<file path="config.mk">
export PLATFORM = sky130hd
export DESIGN_NAME = sorted_interval_set_engine
export DESIGN_NICKNAME = d
export VERILOG_FILES = /design/src/rtl/sise_pkg.sv /design/src/rtl/sise_store.sv /design/src/rtl/sorted_interval_set_engine.sv
export SDC_FILE = /design/constraint.sdc
export NUM_CORES = 2
export LEC_CHECK = 0
export ABC_CLOCK_PERIOD_IN_PS = 18900
export BUFFER_PORTS_ARGS = -buffer_cell sky130_fd_sc_hd__buf_4
export CAP_MARGIN = 20
export CORE_UTILIZATION = 45
export DETAILED_ROUTE_END_ITERATION = 10
export GPL_ROUTABILITY_DRIVEN = 1
export PLACE_DENSITY = 0.61
export SLEW_MARGIN = 20
export SYNTH_ARGS = -nofsm -noshare
export SYNTH_HDL_FRONTEND = slang
export SYNTH_HIERARCHICAL = 1
export SYNTH_SLANG_ARGS = --single-unit
</file>
<file path="constraint.sdc">
create_clock -name clk -period 18.9 [get_ports clk]
set_input_delay 3.78 -clock clk [delete_from_list [all_inputs] [get_ports clk]]
set_output_delay 3.78 -clock clk [all_outputs]
set_load 0.01 [all_outputs]
</file>
<file path="src/rtl/sise_pkg.sv">
// Shared types and constants for the sorted interval set engine.
`timescale 1ns / 1ps

package sise_pkg;

  localparam int SET_CAPACITY = 16;
  localparam int MAX_RESULTS  = 32;
  localparam int DATA_W       = 32;

  typedef enum logic [2:0] {
    ACT_CLEAR = 3'd0,
    ACT_APP_A = 3'd1,
    ACT_APP_B = 3'd2,
    ACT_EXT_A = 3'd3,
    ACT_EXT_B = 3'd4,
    ACT_UNION = 3'd5,
    ACT_MEET  = 3'd6
  } action_t;

  typedef enum logic [1:0] {
    STATUS_OK   = 2'd0,
    STATUS_FULL = 2'd1,
    STATUS_BAD  = 2'd2
  } status_t;

  typedef enum logic [2:0] {
    ST_IDLE,
    ST_EXEC,
    ST_MEET_A,
    ST_MEET_B,
    ST_UNION
  } state_t;

  typedef struct packed {
    logic [DATA_W-1:0] lo;
    logic [DATA_W-1:0] hi;
  } entry_t;

  typedef struct packed {
    logic   en;
    logic   set_b;
    entry_t data;
  } wr_req_t;

endpackage

</file>
<file path="src/rtl/sise_store.sv">
// Interval storage for sets A and B: one write port steered by set_b, one registered read per set.
`timescale 1ns / 1ps

module sise_store #(
  parameter int CAPACITY = sise_pkg::SET_CAPACITY,
  parameter int ADDR_W   = $clog2(sise_pkg::SET_CAPACITY)
) (
  input  logic               clk,
  input  sise_pkg::wr_req_t  wr,
  input  logic [ADDR_W-1:0]  wr_addr,
  input  logic [ADDR_W-1:0]  rd_addr_a,
  input  logic [ADDR_W-1:0]  rd_addr_b,
  output sise_pkg::entry_t   rd_a,
  output sise_pkg::entry_t   rd_b
);

  sise_pkg::entry_t mem_a [CAPACITY];
  sise_pkg::entry_t mem_b [CAPACITY];

  always_ff @(posedge clk) begin
    if (wr.en && !wr.set_b) begin
      mem_a[wr_addr] <= wr.data;
    end
    rd_a <= mem_a[rd_addr_a];
  end

  always_ff @(posedge clk) begin
    if (wr.en && wr.set_b) begin
      mem_b[wr_addr] <= wr.data;
    end
    rd_b <= mem_b[rd_addr_b];
  end

endmodule

</file>
<file path="src/rtl/sorted_interval_set_engine.sv">
// Top level of the sorted interval set engine: sequencer, pointers and result register.
`timescale 1ns / 1ps

// An item is taken when start is high and busy is low. Clear, append, extend and the
// unused action take the item, then run one execute step that reads the last entry of the
// target set and may rewrite it or add one; their single result appears on the cycle after.
// Intersect walks with one step per pointer advance or turn to the other set, and gives its
// result in its first walk step when a set is empty. Union runs one merge step per stored
// interval plus one closing step, and emits a result on each step that closes a merged
// interval, stopping once MAX_RESULTS results are out. The pace is set by the
// one read port per set in the interval store, one entry of each set per cycle. Results
// are shown for one cycle under done and cannot be held off; a new item may be taken in
// the cycle that shows the last result. Stores need no clearing pass after reset.
module sorted_interval_set_engine #(
  parameter int SET_CAPACITY = sise_pkg::SET_CAPACITY
) (
  input  logic                        clk,
  input  logic                        rst,
  input  logic                        start,
  output logic                        busy,
  input  logic [2:0]                  action,
  input  logic [sise_pkg::DATA_W-1:0] start_value,
  input  logic [sise_pkg::DATA_W-1:0] end_value,
  output logic                        done,
  output logic [1:0]                  status,
  output logic [sise_pkg::DATA_W-1:0] union_start,
  output logic [sise_pkg::DATA_W-1:0] union_end,
  output logic                        union_valid,
  output logic                        sets_meet,
  output logic                        last_result
);

  localparam int IW = (SET_CAPACITY > 1) ? $clog2(SET_CAPACITY) : 1;
  localparam int CW = $clog2(SET_CAPACITY + 1);
  localparam int KW = $clog2(sise_pkg::MAX_RESULTS);

  sise_pkg::state_t  state, state_next;
  sise_pkg::action_t act, act_next;
  logic [sise_pkg::DATA_W-1:0] s_in, s_in_next, e_in, e_in_next;
  logic [CW-1:0] a_count, a_count_next, b_count, b_count_next;
  logic [CW-1:0] ai, ai_next, bi, bi_next;
  logic [KW-1:0] k, k_next;
  sise_pkg::entry_t cur, cur_next;
  logic have_cur, have_cur_next;

  logic                        emit;
  logic [1:0]                  emit_status;
  logic [sise_pkg::DATA_W-1:0] emit_us, emit_ue;
  logic                        emit_uv, emit_meet, emit_last;

  sise_pkg::wr_req_t wr;
  logic [IW-1:0]     wr_addr;
  sise_pkg::entry_t  rd_a, rd_b;

  sise_pkg::entry_t last_ent, pick;
  logic [CW-1:0]    cnt, li_ptr;
  logic             tgt_b, a_left, b_left, take_a;

  sise_store #(
    .CAPACITY (SET_CAPACITY),
    .ADDR_W   (IW)
  ) u_store (
    .clk       (clk),
    .wr        (wr),
    .wr_addr   (wr_addr),
    .rd_addr_a (ai_next[IW-1:0]),
    .rd_addr_b (bi_next[IW-1:0]),
    .rd_a      (rd_a),
    .rd_b      (rd_b)
  );

  assign busy = (state != sise_pkg::ST_IDLE);

  always_ff @(posedge clk) begin
    if (rst) begin
      state    <= sise_pkg::ST_IDLE;
      a_count  <= '0;
      b_count  <= '0;
      done     <= 1'b0;
      have_cur <= 1'b0;
      k        <= '0;
    end else begin
      state    <= state_next;
      a_count  <= a_count_next;
      b_count  <= b_count_next;
      done     <= emit;
      have_cur <= have_cur_next;
      k        <= k_next;
    end
  end

  always_ff @(posedge clk) begin
    act         <= act_next;
    s_in        <= s_in_next;
    e_in        <= e_in_next;
    ai          <= ai_next;
    bi          <= bi_next;
    cur         <= cur_next;
    status      <= emit_status;
    union_start <= emit_us;
    union_end   <= emit_ue;
    union_valid <= emit_uv;
    sets_meet   <= emit_meet;
    last_result <= emit_last;
  end

  always_comb begin
    state_next    = state;
    act_next      = act;
    s_in_next     = s_in;
    e_in_next     = e_in;
    a_count_next  = a_count;
    b_count_next  = b_count;
    ai_next       = ai;
    bi_next       = bi;
    k_next        = k;
    cur_next      = cur;
    have_cur_next = have_cur;
    emit          = 1'b0;
    emit_status   = sise_pkg::STATUS_OK;
    emit_us       = '0;
    emit_ue       = '0;
    emit_uv       = 1'b0;
    emit_meet     = 1'b0;
    emit_last     = 1'b0;
    wr            = '0;
    wr_addr       = '0;

    tgt_b    = (act == sise_pkg::ACT_APP_B) || (act == sise_pkg::ACT_EXT_B);
    last_ent = tgt_b ? rd_b : rd_a;
    cnt      = tgt_b ? b_count : a_count;
    li_ptr   = tgt_b ? bi : ai;
    a_left   = (ai < a_count);
    b_left   = (bi < b_count);
    take_a   = a_left && (!b_left || (rd_a.lo < rd_b.lo));
    pick     = take_a ? rd_a : rd_b;

    unique case (state)
      sise_pkg::ST_IDLE: begin
        if (start) begin
          act_next  = sise_pkg::action_t'(action);
          s_in_next = start_value;
          e_in_next = end_value;
          if (action == sise_pkg::ACT_UNION || action == sise_pkg::ACT_MEET) begin
            ai_next       = '0;
            bi_next       = '0;
            k_next        = '0;
            have_cur_next = 1'b0;
            state_next    = (action == sise_pkg::ACT_UNION) ? sise_pkg::ST_UNION
                                                            : sise_pkg::ST_MEET_A;
          end else begin
            ai_next    = CW'(a_count - CW'(1));
            bi_next    = CW'(b_count - CW'(1));
            state_next = sise_pkg::ST_EXEC;
          end
        end
      end

      sise_pkg::ST_EXEC: begin
        wr.set_b = tgt_b;
        case (act)
          sise_pkg::ACT_CLEAR: begin
            a_count_next = '0;
            b_count_next = '0;
          end
          sise_pkg::ACT_APP_A, sise_pkg::ACT_APP_B: begin
            priority if (s_in >= e_in) begin
              emit_status = sise_pkg::STATUS_BAD;
            end else if (cnt != '0 && last_ent.lo > s_in) begin
              emit_status = sise_pkg::STATUS_BAD;
            end else if (cnt != '0 && last_ent.hi >= s_in) begin
              if (last_ent.hi < e_in) begin
                wr.en   = 1'b1;
                wr.data = '{lo: last_ent.lo, hi: e_in};
                wr_addr = li_ptr[IW-1:0];
              end
            end else if (cnt >= CW'(SET_CAPACITY)) begin
              emit_status = sise_pkg::STATUS_FULL;
            end else begin
              wr.en   = 1'b1;
              wr.data = '{lo: s_in, hi: e_in};
              wr_addr = cnt[IW-1:0];
              if (tgt_b) begin
                b_count_next = CW'(b_count + CW'(1));
              end else begin
                a_count_next = CW'(a_count + CW'(1));
              end
            end
          end
          sise_pkg::ACT_EXT_A, sise_pkg::ACT_EXT_B: begin
            priority if (cnt == '0 || last_ent.hi > e_in) begin
              emit_status = sise_pkg::STATUS_BAD;
            end else begin
              wr.en   = 1'b1;
              wr.data = '{lo: last_ent.lo, hi: e_in};
              wr_addr = li_ptr[IW-1:0];
            end
          end
          default: begin
          end
        endcase
        emit       = 1'b1;
        emit_last  = 1'b1;
        state_next = sise_pkg::ST_IDLE;
      end

      sise_pkg::ST_MEET_A: begin
        priority if (a_count == '0 || b_count == '0) begin
          emit       = 1'b1;
          emit_last  = 1'b1;
          state_next = sise_pkg::ST_IDLE;
        end else if (rd_a.hi <= rd_b.lo) begin
          if (CW'(ai + CW'(1)) >= a_count) begin
            emit       = 1'b1;
            emit_last  = 1'b1;
            state_next = sise_pkg::ST_IDLE;
          end else begin
            ai_next = CW'(ai + CW'(1));
          end
        end else if (rd_a.lo <= rd_b.hi) begin
          emit       = 1'b1;
          emit_meet  = 1'b1;
          emit_last  = 1'b1;
          state_next = sise_pkg::ST_IDLE;
        end else begin
          state_next = sise_pkg::ST_MEET_B;
        end
      end

      sise_pkg::ST_MEET_B: begin
        priority if (rd_b.hi <= rd_a.lo) begin
          if (CW'(bi + CW'(1)) >= b_count) begin
            emit       = 1'b1;
            emit_last  = 1'b1;
            state_next = sise_pkg::ST_IDLE;
          end else begin
            bi_next = CW'(bi + CW'(1));
          end
        end else if (rd_b.lo <= rd_a.hi) begin
          emit       = 1'b1;
          emit_meet  = 1'b1;
          emit_last  = 1'b1;
          state_next = sise_pkg::ST_IDLE;
        end else begin
          state_next = sise_pkg::ST_MEET_A;
        end
      end

      sise_pkg::ST_UNION: begin
        if (a_left || b_left) begin
          if (take_a) begin
            ai_next = CW'(ai + CW'(1));
          end else begin
            bi_next = CW'(bi + CW'(1));
          end
          if (have_cur && cur.hi >= pick.lo) begin
            if (cur.hi < pick.hi) begin
              cur_next.hi = pick.hi;
            end
          end else begin
            cur_next      = pick;
            have_cur_next = 1'b1;
            if (have_cur) begin
              emit    = 1'b1;
              emit_us = cur.lo;
              emit_ue = cur.hi;
              emit_uv = 1'b1;
              k_next  = KW'(k + KW'(1));
              if (k == KW'(sise_pkg::MAX_RESULTS - 1)) begin
                emit_last  = 1'b1;
                state_next = sise_pkg::ST_IDLE;
              end
            end
          end
        end else begin
          emit       = 1'b1;
          emit_last  = 1'b1;
          emit_uv    = have_cur;
          emit_us    = have_cur ? cur.lo : '0;
          emit_ue    = have_cur ? cur.hi : '0;
          state_next = sise_pkg::ST_IDLE;
        end
      end

      default: begin
        state_next = sise_pkg::ST_IDLE;
      end
    endcase
  end

`ifndef SYNTHESIS
  a_count_bound: assert property (@(posedge clk) disable iff (rst)
    (a_count <= CW'(SET_CAPACITY)) && (b_count <= CW'(SET_CAPACITY)))
    else $error("set count beyond capacity");

  a_last_ends_item: assert property (@(posedge clk) disable iff (rst)
    (done && last_result) |-> (state == sise_pkg::ST_IDLE))
    else $error("last result while item still in progress");

  a_result_from_work: assert property (@(posedge clk) disable iff (rst)
    done |-> ($past(state) != sise_pkg::ST_IDLE))
    else $error("result without an item at work");

  a_meet_not_union: assert property (@(posedge clk) disable iff (rst)
    (done && sets_meet) |-> (!union_valid && last_result))
    else $error("intersect result mixed with union interval");
`endif

endmodule

</file>
Word level (Yosys, flattened, before mapping)

Memories as Yosys holds them, arrays and structs flattened. A register that Yosys moved wholly into a read port is not among the register bits.
Cells that the tools add are included.

Input port bits: 70
Flip-flop bits (word level): 230
ROM bits: 0
Latch bits: 0
Logic and storage cells: 239
RAM bits: 2048
Memories kept: 2

Memory list:

| name          | depth | width | rd ports | clocked after memory_dff | write ports | line             | RTL |
|---|---|---|---|---|---|---|---|
| u_store.mem_a | 16    | 64    | 1        | 1                        | 1           | sise_store.sv:17 | `sise_pkg::entry_t mem_a [CAPACITY];` |
| u_store.mem_b | 16    | 64    | 1        | 1                        | 1           | sise_store.sv:18 | `sise_pkg::entry_t mem_b [CAPACITY];` |

Add/sub/neg operators: 7
Equality and inequality tests: 35
Shift operators: 0
Bitwise operators: 1
$lt $le $gt $ge: 17
Multipliers: 0
Reduce and logical (&&, ||, !) cells: 37
Div/mod/pow operators: 0
Multiplexer cells: 119

Operators with widths:

| cell                                                | count |
|---|---|
| two-way mux 64 bit                                  | 8 |
| two-way mux 32 bit                                  | 8 |
| two-way mux 5 bit                                   | 29 |
| <= comparator 32 bit                                | 4 |
| one-hot mux 64 bit (2 select lines)                 | 1 |
| greater-or-equal comparator 32 bit                  | 3 |
| less-than comparator 32 bit                         | 3 |
| two-way mux 66 bit                                  | 1 |
| greater-than comparator 32 bit                      | 2 |
| two-way mux 3 bit                                   | 12 |
| != test 2 bit, second input constant                | 18 |
| two-way mux 1 bit                                   | 34 |
| two-way mux 4 bit                                   | 8 |
| one-hot mux 5 bit (2 select lines)                  | 3 |
| one-hot mux 5 bit (3 select lines)                  | 2 |
| adder 5 x 1 -> 5 bit, second input constant         | 5 |
| AND reduction 7 bit                                 | 3 |
| AND reduction 6 bit                                 | 3 |
| logical NOT 5 bit                                   | 3 |
| equality test 3 x 2 -> 1 bit, second input constant | 4 |
| equality test 3 bit, second input constant          | 4 |
| != test 3 bit, second input constant                | 4 |
| one-hot mux 3 bit (4 select lines)                  | 1 |
| greater-or-equal comparator 5 bit                   | 2 |
| 24 further kinds                                    | 51 |

Depth between registers and ports, before layout

Depth in word-level cells: 14
Depth in mapped cells: 23
Depth with buffers taken out: 19

By module

Netlist, hierarchy kept.

By module, submodules not included:

| module                     | instances | area each (sq um) | cells an instance |
|---|---|---|---|
| sise_store                 | 1         | 79163.4           | 3299 |
| sorted_interval_set_engine | 1         | 17772.0           | 1922 |

Least setup slack after synthesis

No wires, ideal clock.

Kind: register -> register
From: register act[2]
To: memory u_store/mem_b[10][0] in the netlist's numbering, enable pin
Slack: 11.115 ns
Data required time: 18.414 ns
Data arrival time: 7.299 ns
Path buffers: 3
Cell stages (with the launch flop): 20
Setup time: 0.486 ns
Cell sequence: edfxtp_1 > buf_2 > xnor2_2 > nor2_4 > buf_1 > mux2i_1 > inv_1 > ha_1 > and4_1 > nand3_1 > or4b_1 > o21ai_1 > inv_2 > a211oi_4 > a22oi_4 > buf_6 > o31ai_1 > nor2b_1 > nand3_1 > nor2_1

Elaborated cells between the ends (all ways): 39
Those cells by class: 5 x order compare; 4 x eq/ne; 21 x mux; 9 x reduce/logical

RTL lines:

| element                                                             | line                                                                 | RTL |
|---|---|---|
| start: declaration                                                  | sorted_interval_set_engine.sv:38                                     | `sise_pkg::action_t act, act_next;` |
| start signal: assignment                                            | sorted_interval_set_engine.sv:93                                     | `act <= act_next;` |
| equality test 3 x 2 -> 1 bit or equality test 3 bit (tied branches) | sorted_interval_set_engine.sv:129, sorted_interval_set_engine.sv:161 |  |
| logical OR 1 bit                                                    | sorted_interval_set_engine.sv:129                                    | `tgt_b = (act == sise_pkg::ACT_APP_B) \|\| (act == sise_pkg::ACT_EXT_B);` |
| two-way mux 64 bit or two-way mux 5 bit (tied branches)             | sorted_interval_set_engine.sv:130, sorted_interval_set_engine.sv:131 |  |
| less-than comparator 32 bit (tied with other cells)                 | sorted_interval_set_engine.sv:172                                    | `if (last_ent.hi < e_in) begin` |
| two-way mux 4 bit (tied with other cells)                           | sorted_interval_set_engine.sv:172                                    |  |
| two-way mux 4 bit                                                   | sorted_interval_set_engine.sv:171                                    | `end else if (cnt != '0 && last_ent.hi >= s_in) begin` |
| two-way mux 4 bit                                                   | sorted_interval_set_engine.sv:169                                    | `end else if (cnt != '0 && last_ent.lo > s_in) begin` |
| two-way mux 4 bit                                                   | sorted_interval_set_engine.sv:167                                    | `priority if (s_in >= e_in) begin` |
| one-hot mux 4 bit (2 select lines) *                                | sorted_interval_set_engine.sv:161                                    | `case (act)` |
| two-way mux 4 bit *                                                 | sorted_interval_set_engine.sv:138                                    | `unique case (state)` |
| via wr_addr[3]                                                      | sorted_interval_set_engine.sv:52                                     | `logic [IW-1:0] wr_addr;` |
| end: declaration                                                    | sise_store.sv:18                                                     |  |

The timed path passes the listed nets; every way through them passes the cells marked *.

Worst setup path after layout

From: register act[1]
To: memory u_store/mem_b[11][57] in the netlist's numbering, enable pin

The elaborated chain is that of the path after synthesis.

==> flow_results.org <==
** Outcome
- The run finished with clean final reports.

** Critical path
- In this run the critical register-to-register path is launched from act[1].
- Crit path buf inv count :: 5
- Capture instance of the worst register-to-register path :: u_store/mem_b[11][57]
- Cell family with the largest share of critical-path delay :: simple AND/OR/NAND/NOR gates
- The worst setup path is launched from a register.
- Nature of the critical path endpoint :: register
- Counting cells, the worst reg-to-reg path comes to 18.
- Tracing the worst setup path back leads to its startpoint at act[1].
- Stage delay of the slowest cell on the critical path :: 820 ps
- Last element of the critical path :: u_store/mem_b[11][57]
- Crit-path max FO :: 77
- For flop-to-flop paths, the worst setup slack is 10,120 ps.
- For the worst setup path, the data required time is 19,360 ps.
- Cell-by-cell listing of the critical path :: xnor2_2, nor2_4, buf_4, mux2i_1, inv_1, ha_1, nand4_1, or4b_1, o21ai_1, inv_2, a211oi_4, a22oi_4, o31ai_1, nor2b_1, nand3_1, nor2_4, buf_4, buf_4
- Crit path depth :: 18
- Data arrival, critical path :: 9240 ps
- Cell type of the slowest stage on the worst timing path :: buf_4
- The setup path with the least slack is of type reg -> reg.
- Counting stages on the worst path, the most repeated cell is buf_4.

** GRT
- GR Overflow Total :: 0
- The first global-routing pass estimated 394,600 µm of wire.
- Largest net degree at the start of global routing :: 94
- All-layer global routing usage :: 25.93%
- The number of antenna violations at the first check in global routing was 12.
- The number of global-route vias before repair is 51,564.

** Logic synthesis
- EDFF count, synth :: 2,181
- After technology mapping, the gate count stands at 5,221.
- Counting flops with an async set or reset pin after synthesis yields a share of 0%.
- Net Count, Synth :: 5,605
- Number of warnings reported in the yosys synthesis log :: 6
- Flip-flop and latch count after synthesis :: 2,406
- Top flip-flop cell by instance count after synthesis :: edfxtp_1
- Each instance of the synthesized netlist takes up on average 18.57 µm².
- Synthesized area :: 0.09694 mm²
- Sequential fraction of the synthesis area :: 72.21%
- In this run, distinct cell masters in the synthesized netlist total 78.

** Timing
- At the pin with the least slew margin, the transition time is 1175 ps.
- Setup TNS :: 0 ps
- The number of failing hold endpoints at the final stage is 0.
- Between clock sinks in the finished design, the worst skew comes to 71.35 ps.
- Hold is met by 449.0 ps.
- Setup violations, final :: 0
- The max-slew violation total from the final report is 0.
- Worst slew slack as a fraction of its limit :: 21.51%
- Setup repair after global routing missed its margin :: no
- Clock period minus worst slack :: 8783 ps
- Final critical-path share of the clock period :: 46.47%
- F_max :: 113.9 MHz

** Place
- Detail Placement HPWL :: 171,700 µm
- The count of buffers added on input and output ports is 140.
- The congestion estimate from routability-driven global placement came to 0.9512.
- Post-placement cell count :: 8,128

** Finish
- Cells fill 51.47% of the core in the end.
- Most common library cell in the layout ignoring fill and taps :: edfxtp_1
- Compared with the post-synthesis result, the final layout area differs by 13.85%.
- Fill cells in the final layout number 17,127.
- Leaving out fill and tap cells, the most frequent cells in the layout are edfxtp_1, mux4_2, ha_1, inv_1, buf_4.
- The post-route netlist has 22.76% of its cells at a drive strength greater than 1.
- NumNets Final :: 5,914
- Once layout is complete, the cells apart from fillers number 8,584.

** Clock network
- Clock latency on the worst-skew pair, taken at its later pin, is 900 ps.
- CTS root buffer :: clkbuf_16
- Maximum level of the CTS H-tree :: 4
- Number of clock sinks seen by CTS :: 2,406
- CTS clock-pin slew for the worst setup and hold paths :: 60 ps
- The number of gates resized after CTS was 0.
- In this run, post-CTS hold repair placed 0 buffers.
- Post-CTS Setup Inserts :: 0
- Total CTS buffers :: 233
- Clock tree from TritonCTS :: yes
- The longest clock path from root to sink contains 3 buffers.

** Flow run
- Number of maximum-capacitance constraint violations :: 0

** Floorplan
- During I/O placement, the number of pins put on the boundary was 141.
- Placeable core region :: 0.2144 mm²
- Area enclosed by the die boundary :: 0.2173 mm²
- The initial utilization of the core area, before any placement, comes to 45.21%.
- Measured along the y axis, the die boundary spans 466.1 µm.
- The initialized floorplan defines 170 standard-cell rows.
- Horizontal die dimension :: 466.1 µm

** Power
- Areal power density over the cells :: 122.1 mW/mm²
- Summing internal, switching and leakage power gives 13.47 mW.
- VDD sags by at most 100.6 µV.
- Leakage Power :: 35.55 nW

** Route
- Final routed DRC violation total :: 0
- Antenna-violating nets left :: 0
- Wires add up to 281,500 µm.
- The pre-antenna-repair detailed-routing pass consisted of 6 iterations.
- The detailed router placed 52,251 vias in this run.
- Average wire per standard cell :: 32.79 µm
- Mean number of vias per cell :: 6.087
- Starting DRC count in detailed routing :: 6,304

** Hold path
- The min-delay analysis places its worst path in the category reg -> reg.
flip-flops by register name, indices dropped and copies added (netlist names), 2 cells and up:
name and flops:
u_store/mem_a 1024, u_store/mem_b 1024, cur 64, u_store/rd_a 64, u_store/rd_b 64, e_in 32, s_in 32, union_end 32
union_start 32, a_count 5, ai 5, b_count 5, bi 5, k 5, act 3, state 3
status 2
Yosys cell counts, drive strengths merged (12+ instances only):
library cell  count  share of area (%)
o32ai            34               0.52
and2             12              0.077
and3             14              0.090
nor2b            83               0.54
nand4            55               0.35
clkbuf          112               0.43
xnor2            12               0.12
dfxtp           225                4.6
a22oi           260                2.0
a211oi           21               0.18
nor2            141               0.55
ha              314                4.1
o21ai            87               0.45
buf             112               0.77
o21a             16               0.12
edfxtp         2181                 68
a21oi           141               0.73
nand2b           14              0.090
nor3             25               0.13
a21o             83               0.64
nand3            42               0.22
inv             291                1.1
mux2i            49               0.51
mux4            512                 12
nand2           239               0.93
o211ai           12              0.093
logic make-up (layout without fill, tap and decap cells):
| group | after synthesis | after routing | share of synthesized area [%] |
|---|---|---|---|
| other cells | 0 | 4 | 0 |
| flops | 2406 | 2406 | 72.21 |
| xor+xnor | 16 | 16 | 0.1523 |
| simple gates | 665 | 665 | 3.291 |
| compound gates | 740 | 740 | 5.510 |
| fa+ha+maj | 314 | 314 | 4.053 |
| mux | 565 | 565 | 12.45 |
| buf+inv | 515 | 1036 | 2.331 |
power by group:
group          total, mW  switching [mW]  internal (mW)
Sequential          6.16           0.256           5.90
Combinational       2.56            1.59          0.970
Clock               4.75            2.03           2.72
Total               13.5            3.87           9.60
routing by layer:
metal | track usage (%) | vias to the layer above | part of all wire, %
met5 | 0 | - | 0.0046
met4 | 9.531 | 2 | 3.9
met3 | 4.778 | 508 | 8.6
met2 | 40.76 | 2549 | 47
met1 | 36.21 | 27487 | 41
li1 | - | 21705 | -
worst min path at each step:
stage,endpoint,cells after the start,start
after floorplan,union_start[0],1,cur[32]
after global placement,union_start[15],1,cur[47]
after detailed placement,union_start[17],1,cur[49]
after CTS,union_start[17],1,cur[49]
after global routing,union_start[1],1,cur[33]
final,union_start[17],1,cur[49]
stage by stage:
step,setup slack [ps],area (µm²)
after detailed placement,9800,102300
after floorplan,11110,96940
after global placement,9836,102200
final,10120,110400
after global routing,9737,110400
after CTS,10140,110200
final cells by class:
cell class                      count  area, µm²  share of cell area [%]
Timing Repair Buffer              298       2333                   2.114
Tap cell                         2838       3551                   3.218
Inverter                          291       1094                  0.9909
Antenna cell                        4      10.01                0.009070
Multi-Input combinational cell   2300      25400                   23.01
Clock inverter                    116       1195                   1.083
Sequential cell                  2406      70000                   63.43
Clock buffer                      331       6780                   6.144
No activity file was read; power rests on OpenSTA's default activity.
